$ cat config.mk
export PLATFORM = sky130hd
export DESIGN_NAME = byte_level_token_decoder_core_flat
export DESIGN_NICKNAME = d
export VERILOG_FILES = /design/src/bltd_pkg.sv /design/src/bltd_in_if.sv /design/src/bltd_out_if.sv /design/src/byte_level_token_decoder_core.sv /design/src/bltd_step.sv /design/src/bltd_out.sv /design/src/flat_wrapper.sv
export VERILOG_INCLUDE_DIRS = /design/src /design/src/src
export SDC_FILE = /design/constraint.sdc
export NUM_CORES = 1
export LEC_CHECK = 0
export BUFFER_PORTS_ARGS = -buffer_cell sky130_fd_sc_hd__buf_4
export CORE_MARGIN = 2
export CORE_UTILIZATION = 60
export DETAILED_ROUTE_END_ITERATION = 10
export PLACE_DENSITY = 0.77
export REMOVE_ABC_BUFFERS = 1
export SLEW_MARGIN = 20
export SYNTH_ARGS = -nofsm -noshare
export SYNTH_HDL_FRONTEND = slang
export SYNTH_SLANG_ARGS = --single-unit
export TNS_END_PERCENT = 50
$ cat constraint.sdc
create_clock -name clk_i -period 7.86 [get_ports clk_i]
set_input_delay 0.393 -clock clk_i [delete_from_list [all_inputs] [get_ports clk_i]]
set_output_delay 0.393 -clock clk_i [all_outputs]
set_load 0.02 [all_outputs]
$ cat src/byte_level_token_decoder_core_assert.svh
// Assertion macros for the byte-level token decoder.
// Taken in by the RTL files that carry checks; no other dependencies.
`ifndef BYTE_LEVEL_TOKEN_DECODER_CORE_ASSERT_SVH
`define BYTE_LEVEL_TOKEN_DECODER_CORE_ASSERT_SVH
`ifndef SYNTH
// Clocked check, masked while reset is held.
`define BLTD_ASSERT(lbl, clk, rstn, prop, msg) \
  lbl: assert property (@(posedge clk) disable iff (!rstn) prop) else $error(msg);
// Clocked check that is live through reset as well.
`define BLTD_ASSERT_ALWAYS(lbl, clk, prop, msg) \
  lbl: assert property (@(posedge clk) prop) else $error(msg);
`else
`define BLTD_ASSERT(lbl, clk, rstn, prop, msg)
`define BLTD_ASSERT_ALWAYS(lbl, clk, prop, msg)
`endif
`endif

$ cat src/bltd_pkg.sv
// Shared types, constants and helper functions of the byte-level token decoder.
// No dependencies.
package bltd_pkg;

  localparam int unsigned PendDepth  = 4;
  localparam int unsigned PendIdxW   = $clog2(PendDepth);
  localparam int unsigned MaxResults = 12;
  localparam int unsigned CntW       = $clog2(MaxResults + 1);

  typedef logic [7:0] byte_t;

  // Codepoint ranges
  localparam logic [20:0] CpMapLo   = 21'h000100;
  localparam logic [20:0] CpMapHi   = 21'h000143;
  localparam logic [20:0] CpIdALo   = 21'h000021;
  localparam logic [20:0] CpIdAHi   = 21'h00007E;
  localparam logic [20:0] CpIdBLo   = 21'h0000A1;
  localparam logic [20:0] CpIdBHi   = 21'h0000AC;
  localparam logic [20:0] CpIdCLo   = 21'h0000AE;
  localparam logic [20:0] CpIdCHi   = 21'h0000FF;
  localparam logic [20:0] CpSurLo   = 21'h00D800;
  localparam logic [20:0] CpSurHi   = 21'h00DFFF;
  localparam logic [20:0] CpMax     = 21'h10FFFF;

  // Replacement character U+FFFD as UTF-8
  localparam byte_t Repl0 = 8'hEF;
  localparam byte_t Repl1 = 8'hBF;
  localparam byte_t Repl2 = 8'hBD;

  // Soft-hyphen byte at the tail of the reverse table
  localparam byte_t RevTail = 8'hAD;

  typedef struct packed {
    logic [20:0] codepoint;
    logic        decode_error;
    logic        end_of_stream;
  } item_t;

  typedef struct packed {
    byte_t [MaxResults-1:0] bytes;
    logic  [CntW-1:0]       count;
  } res_t;

  typedef struct packed {
    byte_t [3:0] b;
    logic  [2:0] len;
  } enc_t;

  // GPT-2 reverse table for U+0100..U+0143, indexed by the low bits.
  function automatic byte_t reverse_map(input logic [6:0] idx);
    if (idx < 7'd33) begin
      return {1'b0, idx};
    end else if (idx < 7'd67) begin
      return {1'b0, idx} + 8'h5E;
    end else begin
      return RevTail;
    end
  endfunction

  function automatic logic [2:0] lead_len(input byte_t b);
    if (b[7:5] == 3'b110) begin
      return 3'd2;
    end else if (b[7:4] == 4'b1110) begin
      return 3'd3;
    end else if (b[7:3] == 5'b11110) begin
      return 3'd4;
    end else begin
      return 3'd1;
    end
  endfunction

  function automatic logic is_cont(input byte_t b);
    return b[7:6] == 2'b10;
  endfunction

  // Strict UTF-8 check of the first n bytes.
  function automatic logic seq_ok(input byte_t [3:0] v, input logic [2:0] n);
    logic ok;
    ok = 1'b1;
    case (n)
      3'd1: ok = v[0] < 8'h80;
      3'd2: ok = (v[0] >= 8'hC2) && is_cont(v[1]);
      3'd3: ok = !(v[0] == 8'hE0 && v[1] < 8'hA0) && !(v[0] == 8'hED && v[1] > 8'h9F) &&
                 is_cont(v[1]) && is_cont(v[2]);
      default: ok = (v[0] <= 8'hF4) && !(v[0] == 8'hF0 && v[1] < 8'h90) &&
                    !(v[0] == 8'hF4 && v[1] > 8'h8F) &&
                    is_cont(v[1]) && is_cont(v[2]) && is_cont(v[3]);
    endcase
    return ok;
  endfunction

  function automatic enc_t encode_cp(input logic [20:0] cp);
    enc_t e;
    e = '0;
    if (cp < 21'h80) begin
      e.b[0] = cp[7:0];
      e.len  = 3'd1;
    end else if (cp < 21'h800) begin
      e.b[0] = {3'b110, cp[10:6]};
      e.b[1] = {2'b10, cp[5:0]};
      e.len  = 3'd2;
    end else if (cp < 21'h10000) begin
      e.b[0] = {4'b1110, cp[15:12]};
      e.b[1] = {2'b10, cp[11:6]};
      e.b[2] = {2'b10, cp[5:0]};
      e.len  = 3'd3;
    end else begin
      e.b[0] = {5'b11110, cp[20:18]};
      e.b[1] = {2'b10, cp[17:12]};
      e.b[2] = {2'b10, cp[11:6]};
      e.b[3] = {2'b10, cp[5:0]};
      e.len  = 3'd4;
    end
    return e;
  endfunction

endpackage

$ cat src/bltd_in_if.sv
// Input channel: one codepoint word with its flags, valid/ready handshake.
// Depends on nothing.
interface bltd_in_if;
  logic        valid;
  logic        ready;
  logic [20:0] codepoint;
  logic        decode_error;
  logic        end_of_stream;

  modport source (output valid, codepoint, decode_error, end_of_stream, input ready);
  modport sink   (input valid, codepoint, decode_error, end_of_stream, output ready);
endinterface

$ cat src/bltd_out_if.sv
// Output channel: one byte word per handshake, valid/ready.
// Depends on bltd_pkg.
interface bltd_out_if;
  logic              valid;
  logic              ready;
  bltd_pkg::byte_t   out_byte;
  logic              last_byte;

  modport source (output valid, out_byte, last_byte, input ready);
  modport sink   (input valid, out_byte, last_byte, output ready);
endinterface

$ cat src/byte_level_token_decoder_core.sv
// Byte-level token decoder: a word passes the input register, then the result
// register, before its first output byte. With the output always ready an input
// word is taken every cycle while each word yields at most one byte; a word of N
// bytes stays in the result register, one output byte per cycle, and stalls the
// input once the input register is full. Reset clears the valid flags and the
// pending count. Depends on bltd_pkg, bltd_in_if, bltd_out_if, bltd_step, bltd_out.
`include "byte_level_token_decoder_core_assert.svh"

module byte_level_token_decoder_core (
  input  logic        clk_i,
  input  logic        rst_ni,
  bltd_in_if.sink     in_i,
  bltd_out_if.source  out_o
);

  // Input register
  logic             item_valid_q;
  bltd_pkg::item_t  item_q;

  // Pending UTF-8 bytes (store needs no reset: only entries below the count
  // are ever read)
  logic [bltd_pkg::PendIdxW-1:0]                pend_cnt_q, pend_cnt_d;
  bltd_pkg::byte_t [bltd_pkg::PendDepth-1:0]    pend_store_q, pend_store_d;

  bltd_pkg::res_t res;
  logic           res_ready;
  logic           step_take;

  // A word moves from the input register into the result register whenever
  // the serializer is empty or emitting its last byte; the pending state is
  // committed at the same edge.
  assign step_take = item_valid_q && res_ready;
  assign in_i.ready = !item_valid_q || step_take;

  always_ff @(posedge clk_i or negedge rst_ni) begin
    if (!rst_ni) begin
      item_valid_q <= 1'b0;
      pend_cnt_q   <= '0;
    end else begin
      if (in_i.ready) begin
        item_valid_q <= in_i.valid;
      end
      if (step_take) begin
        pend_cnt_q <= pend_cnt_d;
      end
    end
  end

  always_ff @(posedge clk_i) begin
    if (in_i.valid && in_i.ready) begin
      item_q.codepoint     <= in_i.codepoint;
      item_q.decode_error  <= in_i.decode_error;
      item_q.end_of_stream <= in_i.end_of_stream;
    end
    if (step_take) begin
      pend_store_q <= pend_store_d;
    end
  end

  // All per-word decoding in one combinational pass
  bltd_step u_step (
    .item_i       (item_q),
    .pend_cnt_i   (pend_cnt_q),
    .pend_store_i (pend_store_q),
    .res_o        (res),
    .pend_cnt_o   (pend_cnt_d),
    .pend_store_o (pend_store_d)
  );

  // Result register and byte serializer
  bltd_out u_out (
    .clk_i   (clk_i),
    .rst_ni  (rst_ni),
    .load_i  (step_take),
    .res_i   (res),
    .ready_o (res_ready),
    .out_o   (out_o)
  );

  `BLTD_ASSERT(a_eos_clears_pending, clk_i, rst_ni,
               (step_take && item_q.end_of_stream) |=> (pend_cnt_q == '0),
               "pending bytes survive end of stream")
  `BLTD_ASSERT(a_in_lands, clk_i, rst_ni,
               (in_i.valid && in_i.ready) |=> item_valid_q,
               "accepted word not held")
  `BLTD_ASSERT_ALWAYS(a_reset_clears, clk_i,
                      !rst_ni |=> (!item_valid_q && pend_cnt_q == '0),
                      "reset left state behind")

endmodule

$ cat src/bltd_step.sv
// Combinational per-word step: classifies the codepoint, updates the pending
// bytes and builds the full result list. Depends on bltd_pkg.
module bltd_step (
  input  bltd_pkg::item_t                              item_i,
  input  logic [bltd_pkg::PendIdxW-1:0]                pend_cnt_i,
  input  bltd_pkg::byte_t [bltd_pkg::PendDepth-1:0]    pend_store_i,
  output bltd_pkg::res_t                               res_o,
  output logic [bltd_pkg::PendIdxW-1:0]                pend_cnt_o,
  output bltd_pkg::byte_t [bltd_pkg::PendDepth-1:0]    pend_store_o
);

  logic                                     is_bad, is_map, is_id, pend;
  bltd_pkg::byte_t                          map_b;
  bltd_pkg::byte_t [bltd_pkg::PendDepth-1:0] view;
  logic [bltd_pkg::PendIdxW:0]              cnt_new;
  logic                                     emit;
  bltd_pkg::byte_t [bltd_pkg::MaxResults-1:0] repl;
  bltd_pkg::enc_t                           enc;
  logic [20:0]                              cp;

  assign cp = item_i.codepoint;

  always_comb begin
    is_bad = item_i.decode_error || (cp >= bltd_pkg::CpSurLo && cp <= bltd_pkg::CpSurHi) ||
             (cp > bltd_pkg::CpMax);
    is_map = cp >= bltd_pkg::CpMapLo && cp <= bltd_pkg::CpMapHi;
    is_id  = (cp >= bltd_pkg::CpIdALo && cp <= bltd_pkg::CpIdAHi) ||
             (cp >= bltd_pkg::CpIdBLo && cp <= bltd_pkg::CpIdBHi) ||
             (cp >= bltd_pkg::CpIdCLo && cp <= bltd_pkg::CpIdCHi);
    pend   = pend_cnt_i != '0;
    map_b  = is_map ? bltd_pkg::reverse_map(cp[6:0]) : cp[7:0];

    // pending bytes with the new byte dropped in at the fill position
    for (int i = 0; i < bltd_pkg::PendDepth; i++) begin
      view[i] = (pend_cnt_i == bltd_pkg::PendIdxW'(i)) ? map_b : pend_store_i[i];
    end
    cnt_new = {1'b0, pend_cnt_i} + 1'b1;
    // view[0] is the lead byte, new or old
    emit    = cnt_new >= bltd_pkg::lead_len(view[0]);
    enc     = bltd_pkg::encode_cp(cp);

    for (int i = 0; i < bltd_pkg::MaxResults; i++) begin
      repl[i] = (i % 3 == 0) ? bltd_pkg::Repl0 :
                (i % 3 == 1) ? bltd_pkg::Repl1 : bltd_pkg::Repl2;
    end

    res_o.bytes  = repl;
    res_o.count  = '0;
    pend_cnt_o   = '0;
    pend_store_o = view;

    if (item_i.end_of_stream) begin
      res_o.count = pend ? bltd_pkg::CntW'(3) : '0;
    end else if (is_bad) begin
      res_o.count = pend ? bltd_pkg::CntW'(6) : bltd_pkg::CntW'(3);
    end else if (is_map || is_id) begin
      if (!emit) begin
        pend_cnt_o = cnt_new[bltd_pkg::PendIdxW-1:0];
      end else if (bltd_pkg::seq_ok(view, cnt_new)) begin
        for (int i = 0; i < bltd_pkg::PendDepth; i++) begin
          res_o.bytes[i] = view[i];
        end
        res_o.count = bltd_pkg::CntW'(cnt_new);
      end else begin
        // one replacement per byte of the bad sequence
        res_o.count = bltd_pkg::CntW'(cnt_new) + (bltd_pkg::CntW'(cnt_new) << 1);
      end
    end else begin
      for (int i = 0; i < 4; i++) begin
        if (pend) begin
          res_o.bytes[i+3] = enc.b[i];
        end else begin
          res_o.bytes[i] = enc.b[i];
        end
      end
      res_o.count = (pend ? bltd_pkg::CntW'(3) : '0) + bltd_pkg::CntW'(enc.len);
    end
  end

endmodule

$ cat src/bltd_out.sv
// Result register and byte serializer for the output channel.
// Depends on bltd_pkg, bltd_out_if and the assertion header.
`include "byte_level_token_decoder_core_assert.svh"

module bltd_out (
  input  logic               clk_i,
  input  logic               rst_ni,
  input  logic               load_i,
  input  bltd_pkg::res_t     res_i,
  output logic               ready_o,
  bltd_out_if.source         out_o
);

  logic                       res_valid_q;
  bltd_pkg::res_t             res_q;
  logic [bltd_pkg::CntW-1:0]  idx_q;
  logic                       fire, last;

  assign last            = idx_q == (res_q.count - bltd_pkg::CntW'(1));
  assign fire            = out_o.valid && out_o.ready;
  assign ready_o         = !res_valid_q || (fire && last);
  assign out_o.valid     = res_valid_q;
  assign out_o.out_byte  = res_q.bytes[idx_q];
  assign out_o.last_byte = last;

  always_ff @(posedge clk_i or negedge rst_ni) begin
    if (!rst_ni) begin
      res_valid_q <= 1'b0;
      idx_q       <= '0;
    end else if (load_i) begin
      res_valid_q <= res_i.count != '0;
      idx_q       <= '0;
    end else if (fire) begin
      if (last) begin
        res_valid_q <= 1'b0;
      end
      idx_q <= idx_q + 1'b1;
    end
  end

  always_ff @(posedge clk_i) begin
    if (load_i) begin
      res_q <= res_i;
    end
  end

  `BLTD_ASSERT(a_idx_in_range, clk_i, rst_ni, res_valid_q |-> (idx_q < res_q.count), "byte index past result count")
  `BLTD_ASSERT(a_load_when_free, clk_i, rst_ni, load_i |-> ready_o, "result loaded over live result")
  `BLTD_ASSERT(a_idx_steps, clk_i, rst_ni, (fire && !last && !load_i) |=> (idx_q == $past(idx_q) + 1'b1), "byte index did not advance")

endmodule
$ cat src/flat_wrapper.sv
// flat-port wrapper written by rule: the top's interface ports become plain ports
module byte_level_token_decoder_core_flat 
  (clk_i, rst_ni, in_i_valid, in_i_codepoint, in_i_decode_error, in_i_end_of_stream, in_i_ready, out_o_valid, out_o_out_byte, out_o_last_byte, out_o_ready);
  bltd_in_if in_i_i ();
  bltd_out_if out_o_i ();
  input  logic clk_i;
  input  logic rst_ni;
  input wire logic [$bits(in_i_i.valid)-1:0] in_i_valid;
  input wire logic [$bits(in_i_i.codepoint)-1:0] in_i_codepoint;
  input wire logic [$bits(in_i_i.decode_error)-1:0] in_i_decode_error;
  input wire logic [$bits(in_i_i.end_of_stream)-1:0] in_i_end_of_stream;
  output wire logic [$bits(in_i_i.ready)-1:0] in_i_ready;
  output wire logic [$bits(out_o_i.valid)-1:0] out_o_valid;
  output wire logic [$bits(out_o_i.out_byte)-1:0] out_o_out_byte;
  output wire logic [$bits(out_o_i.last_byte)-1:0] out_o_last_byte;
  input wire logic [$bits(out_o_i.ready)-1:0] out_o_ready;
  assign in_i_i.valid = in_i_valid;
  assign in_i_i.codepoint = in_i_codepoint;
  assign in_i_i.decode_error = in_i_decode_error;
  assign in_i_i.end_of_stream = in_i_end_of_stream;
  assign in_i_ready = in_i_i.ready;
  assign out_o_valid = out_o_i.valid;
  assign out_o_out_byte = out_o_i.out_byte;
  assign out_o_last_byte = out_o_i.last_byte;
  assign out_o_i.ready = out_o_ready;
  byte_level_token_decoder_core u_core (.clk_i(clk_i), .rst_ni(rst_ni), .in_i(in_i_i), .out_o(out_o_i));
endmodule
==> impl_metrics.json <==
{
  "grt_pass1_wl_um": 31800,
  "final_common_cell": "edfxtp_1",
  "final_cell_area_sq_um": 8100,
  "period_needed_ns": 5.32,
  "seq_area_frac_synth_pct": 49.8,
  "setup_viol": 0,
  "grt.overflow.total": 0,
  "synth_area_leaders": "edfxtp_1 47%, nand2_1 3.8%, ha_1 3.5%, nor2_1 3.2%, a21oi_1 3.0%",
  "clockBufferDepth": 2,
  "track_usage_pct": 32.4,
  "reg2reg_slack_ns": 2.54,
  "hold_viol_final": 0,
  "finalMaxSlewViolations": 0,
  "synth_top_cell_by_area": "edfxtp_1",
  "slew_headroom_pct": 32.7,
  "skew_ns": 0.00697,
  "start_util_pct": 60.8,
  "die_h_um": 114,
  "hold_class": "primary input to register",
  "cts_resized": 0,
  "synth.avg_cell_area_sq_um": 10.4,
  "status": "completed",
  "synth_seq_cells": 121,
  "rsz0062_at_grt": "no",
  "drc": 0,
  "drive_above_1_share_pct": 15.8,
  "coreArea_sq_um": 11900,
  "p_leak_nw": 2.67,
  "tightestPinTransition_ns": 1.01,
  "total_power_mw": 2.88,
  "max_freq_ghz": 0.188,
  "gp_congestion": 0.920,
  "yosys_warnings": 0,
  "rows": 40,
  "clk_pin_slew_ns": 0.06,
  "detail-route-antenna-nets": 0,
  "cts.sinks": 121,
  "crit_type": "register to register",
  "synth.distinct_cells": 73,
  "vias": 5967,
  "wl_per_cell_um": 22.8,
  "post-dp-hpwl_um": 13700,
  "critPathMaxFanout": 15,
  "clk_latency_ns": 0.42,
  "io_buffer_count": 37,
  "drtPass1Iterations": 5,
  "tns_ns": 0,
  "layout_common_cells": "113 x edfxtp_1, 73 x nand2_1, 61 x nor2_1",
  "holdPathStages": 1,
  "synth_edf_count": 113,
  "antenna_found_initial": 0,
  "power_density_nw_per_um2": 356,
  "ir_drop_uv": 200,
  "ios": 38,
  "synthArstFlopShare_pct": 6.61,
  "grt_max_degree": 94,
  "drv_cap": 0,
  "reg2reg_depth": 16,
  "diodes": 0,
  "start_kind": "register",
  "numCtsBuffers": 17,
  "cts-root-buf": "clkbuf_16",
  "die_area_sq_um": 12900,
  "drt_iter0_drc": 704,
  "cp-end-kind": "register",
  "r2r_end": "u_core.u_out.res_q[1]",
  "fin_crit_sh_pct": 67.7,
  "reg2reg_from": "u_core.item_q[17]",
  "cts_tree": "yes",
  "grt_pass1_vias": 5727,
  "cp.arrival_ns": 5.49,
  "ys_dominant_reg_cell": "edfxtp_1",
  "wl_um": 19900,
  "htree_levels": 4,
  "hold_path.startpoint": "in_i_codepoint[10]",
  "syn2layout_area_growth_pct": 12.3,
  "min_to": "u_core.item_q[12]",
  "synth_top_area_share_pct": 47.0,
  "die_x_um": 114,
  "syn_area_sq_um": 7210,
  "placed_cell_area_sq_um": 7560,
  "synthCells": 697,
  "viasPerCell": 6.84,
  "crit_required_ns": 8.02,
  "final_nets": 762,
  "hold-worst-slack_ns": 0.147,
  "fill_cells": 871
}
==> logic make-up (layout without fill, tap and decap cells) <==
family	Yosys count	count (layout)	synth area share [%]
AND/OR/NAND/NOR	239	239	16.1
AO/OA/AOI/OAI	204	204	19.3
flip-flops	121	121	49.8
buffers and inverters	72	101	3.95
multiplexers	31	31	6.02
adder cells (fa/ha/maj)	21	21	3.75
XOR/XNOR	9	9	1.09
==> power by group <==
group | total (mW) | internal, mW | switching, mW
clock network | 0.697 | 0.425 | 0.272
logic | 1.15 | 0.420 | 0.728
registers | 1.04 | 0.900 | 0.139
total | 2.88 | 1.74 | 1.14
==> how the worst max path moves through the flow <==
| stage | start | to | slack (ns) | depth (start not counted) |
|---|---|---|---|---|
| floorplan | u_core.u_out.idx_q[0] | u_core.pend_cnt_q[0] | 0.89 | 6 |
| global placement | u_core.item_q[17] | u_core.u_out.res_q[1] | 2.78 | 16 |
| detailed placement | u_core.item_q[17] | u_core.u_out.res_q[1] | 2.63 | 16 |
| CTS | u_core.item_q[17] | u_core.u_out.res_q[1] | 2.60 | 16 |
| global route | u_core.item_q[17] | u_core.u_out.res_q[1] | 2.22 | 16 |
| finish | u_core.item_q[17] | u_core.u_out.res_q[1] | 2.54 | 16 |
==> sequential cells by signal, summed over array words and instances (netlist names) <==
name                      cells
u_core.u_out.res_q           58
u_core.pend_store_q          32
u_core.item_q                23
u_core.u_out.idx_q            4
u_core.pend_cnt_q             2
u_core.item_valid_q           1
u_core.u_out.out_o.valid      1
==> synthesized netlist by cell type (all sizes together), types with 12 or more instances <==
cell type	n
o21ai	48
inv	20
nand3	20
nand2	73
ha	20
o31a	12
clkbuf	43
edfxtp	113
mux2	19
nor2	61
a21oi	43
nor3	18
==> through the flow <==
stage / utilization (%) / cells / worst slack, ns
2_1_floorplan: - / 646 / 0.886
3_3_place_gp: 63.8 / 841 / 2.78
3_5_place_dp: 63.8 / 841 / 2.63
4_1_cts: 68.2 / 873 / 2.60
5_1_grt: 68.3 / 873 / 2.22
6_report: 68.3 / 873 / 2.54
==> metal layers <==
layer | vias up | global-route usage [%] | part of all wire, %
li1 | 2711 | - | -
met1 | 2840 | 46.1 | 42
met2 | 357 | 49.5 | 46
met3 | 59 | 6.22 | 8.9
met4 | 0 | 13.3 | 3.6
met5 | - | 0 | 0
==> worst max-delay path, cell delays in order, from the launching register on <==
cell and delay, ns:
edfxtp_1 0.47, or4_1 0.68, or4_1 0.77, o31a_1 0.45
a21oi_1 0.29, nand2_1 0.09, a21boi_0 0.30, nand2_1 0.12
o21a_1 0.13, ha_1 0.26, nand2b_1 0.13, a21o_1 0.17
a21oi_1 0.41, nor2_1 0.20, and4_1 0.22, nor3_1 0.28
nand2_1 0.09
==> repair_timing <==
action,4_1_cts,5_1_grt
endpoints found under the hold margin,8,0
hold buffers,1,0
buffers inserted,0,0
==> final cells by class <==
| class | count | area, sq um | area share [%] |
|---|---|---|---|
| tap | 147 | 184 | 2.27 |
| clock buffer | 20 | 437 | 5.39 |
| multi-input combinational | 504 | 3350 | 41.4 |
| timing repair buffer | 49 | 374 | 4.62 |
| sequential | 121 | 3590 | 44.4 |
| clock inverter | 11 | 82.6 | 1.02 |
| inverter | 21 | 78.8 | 0.973 |
(Power assumes the default switching activity.)
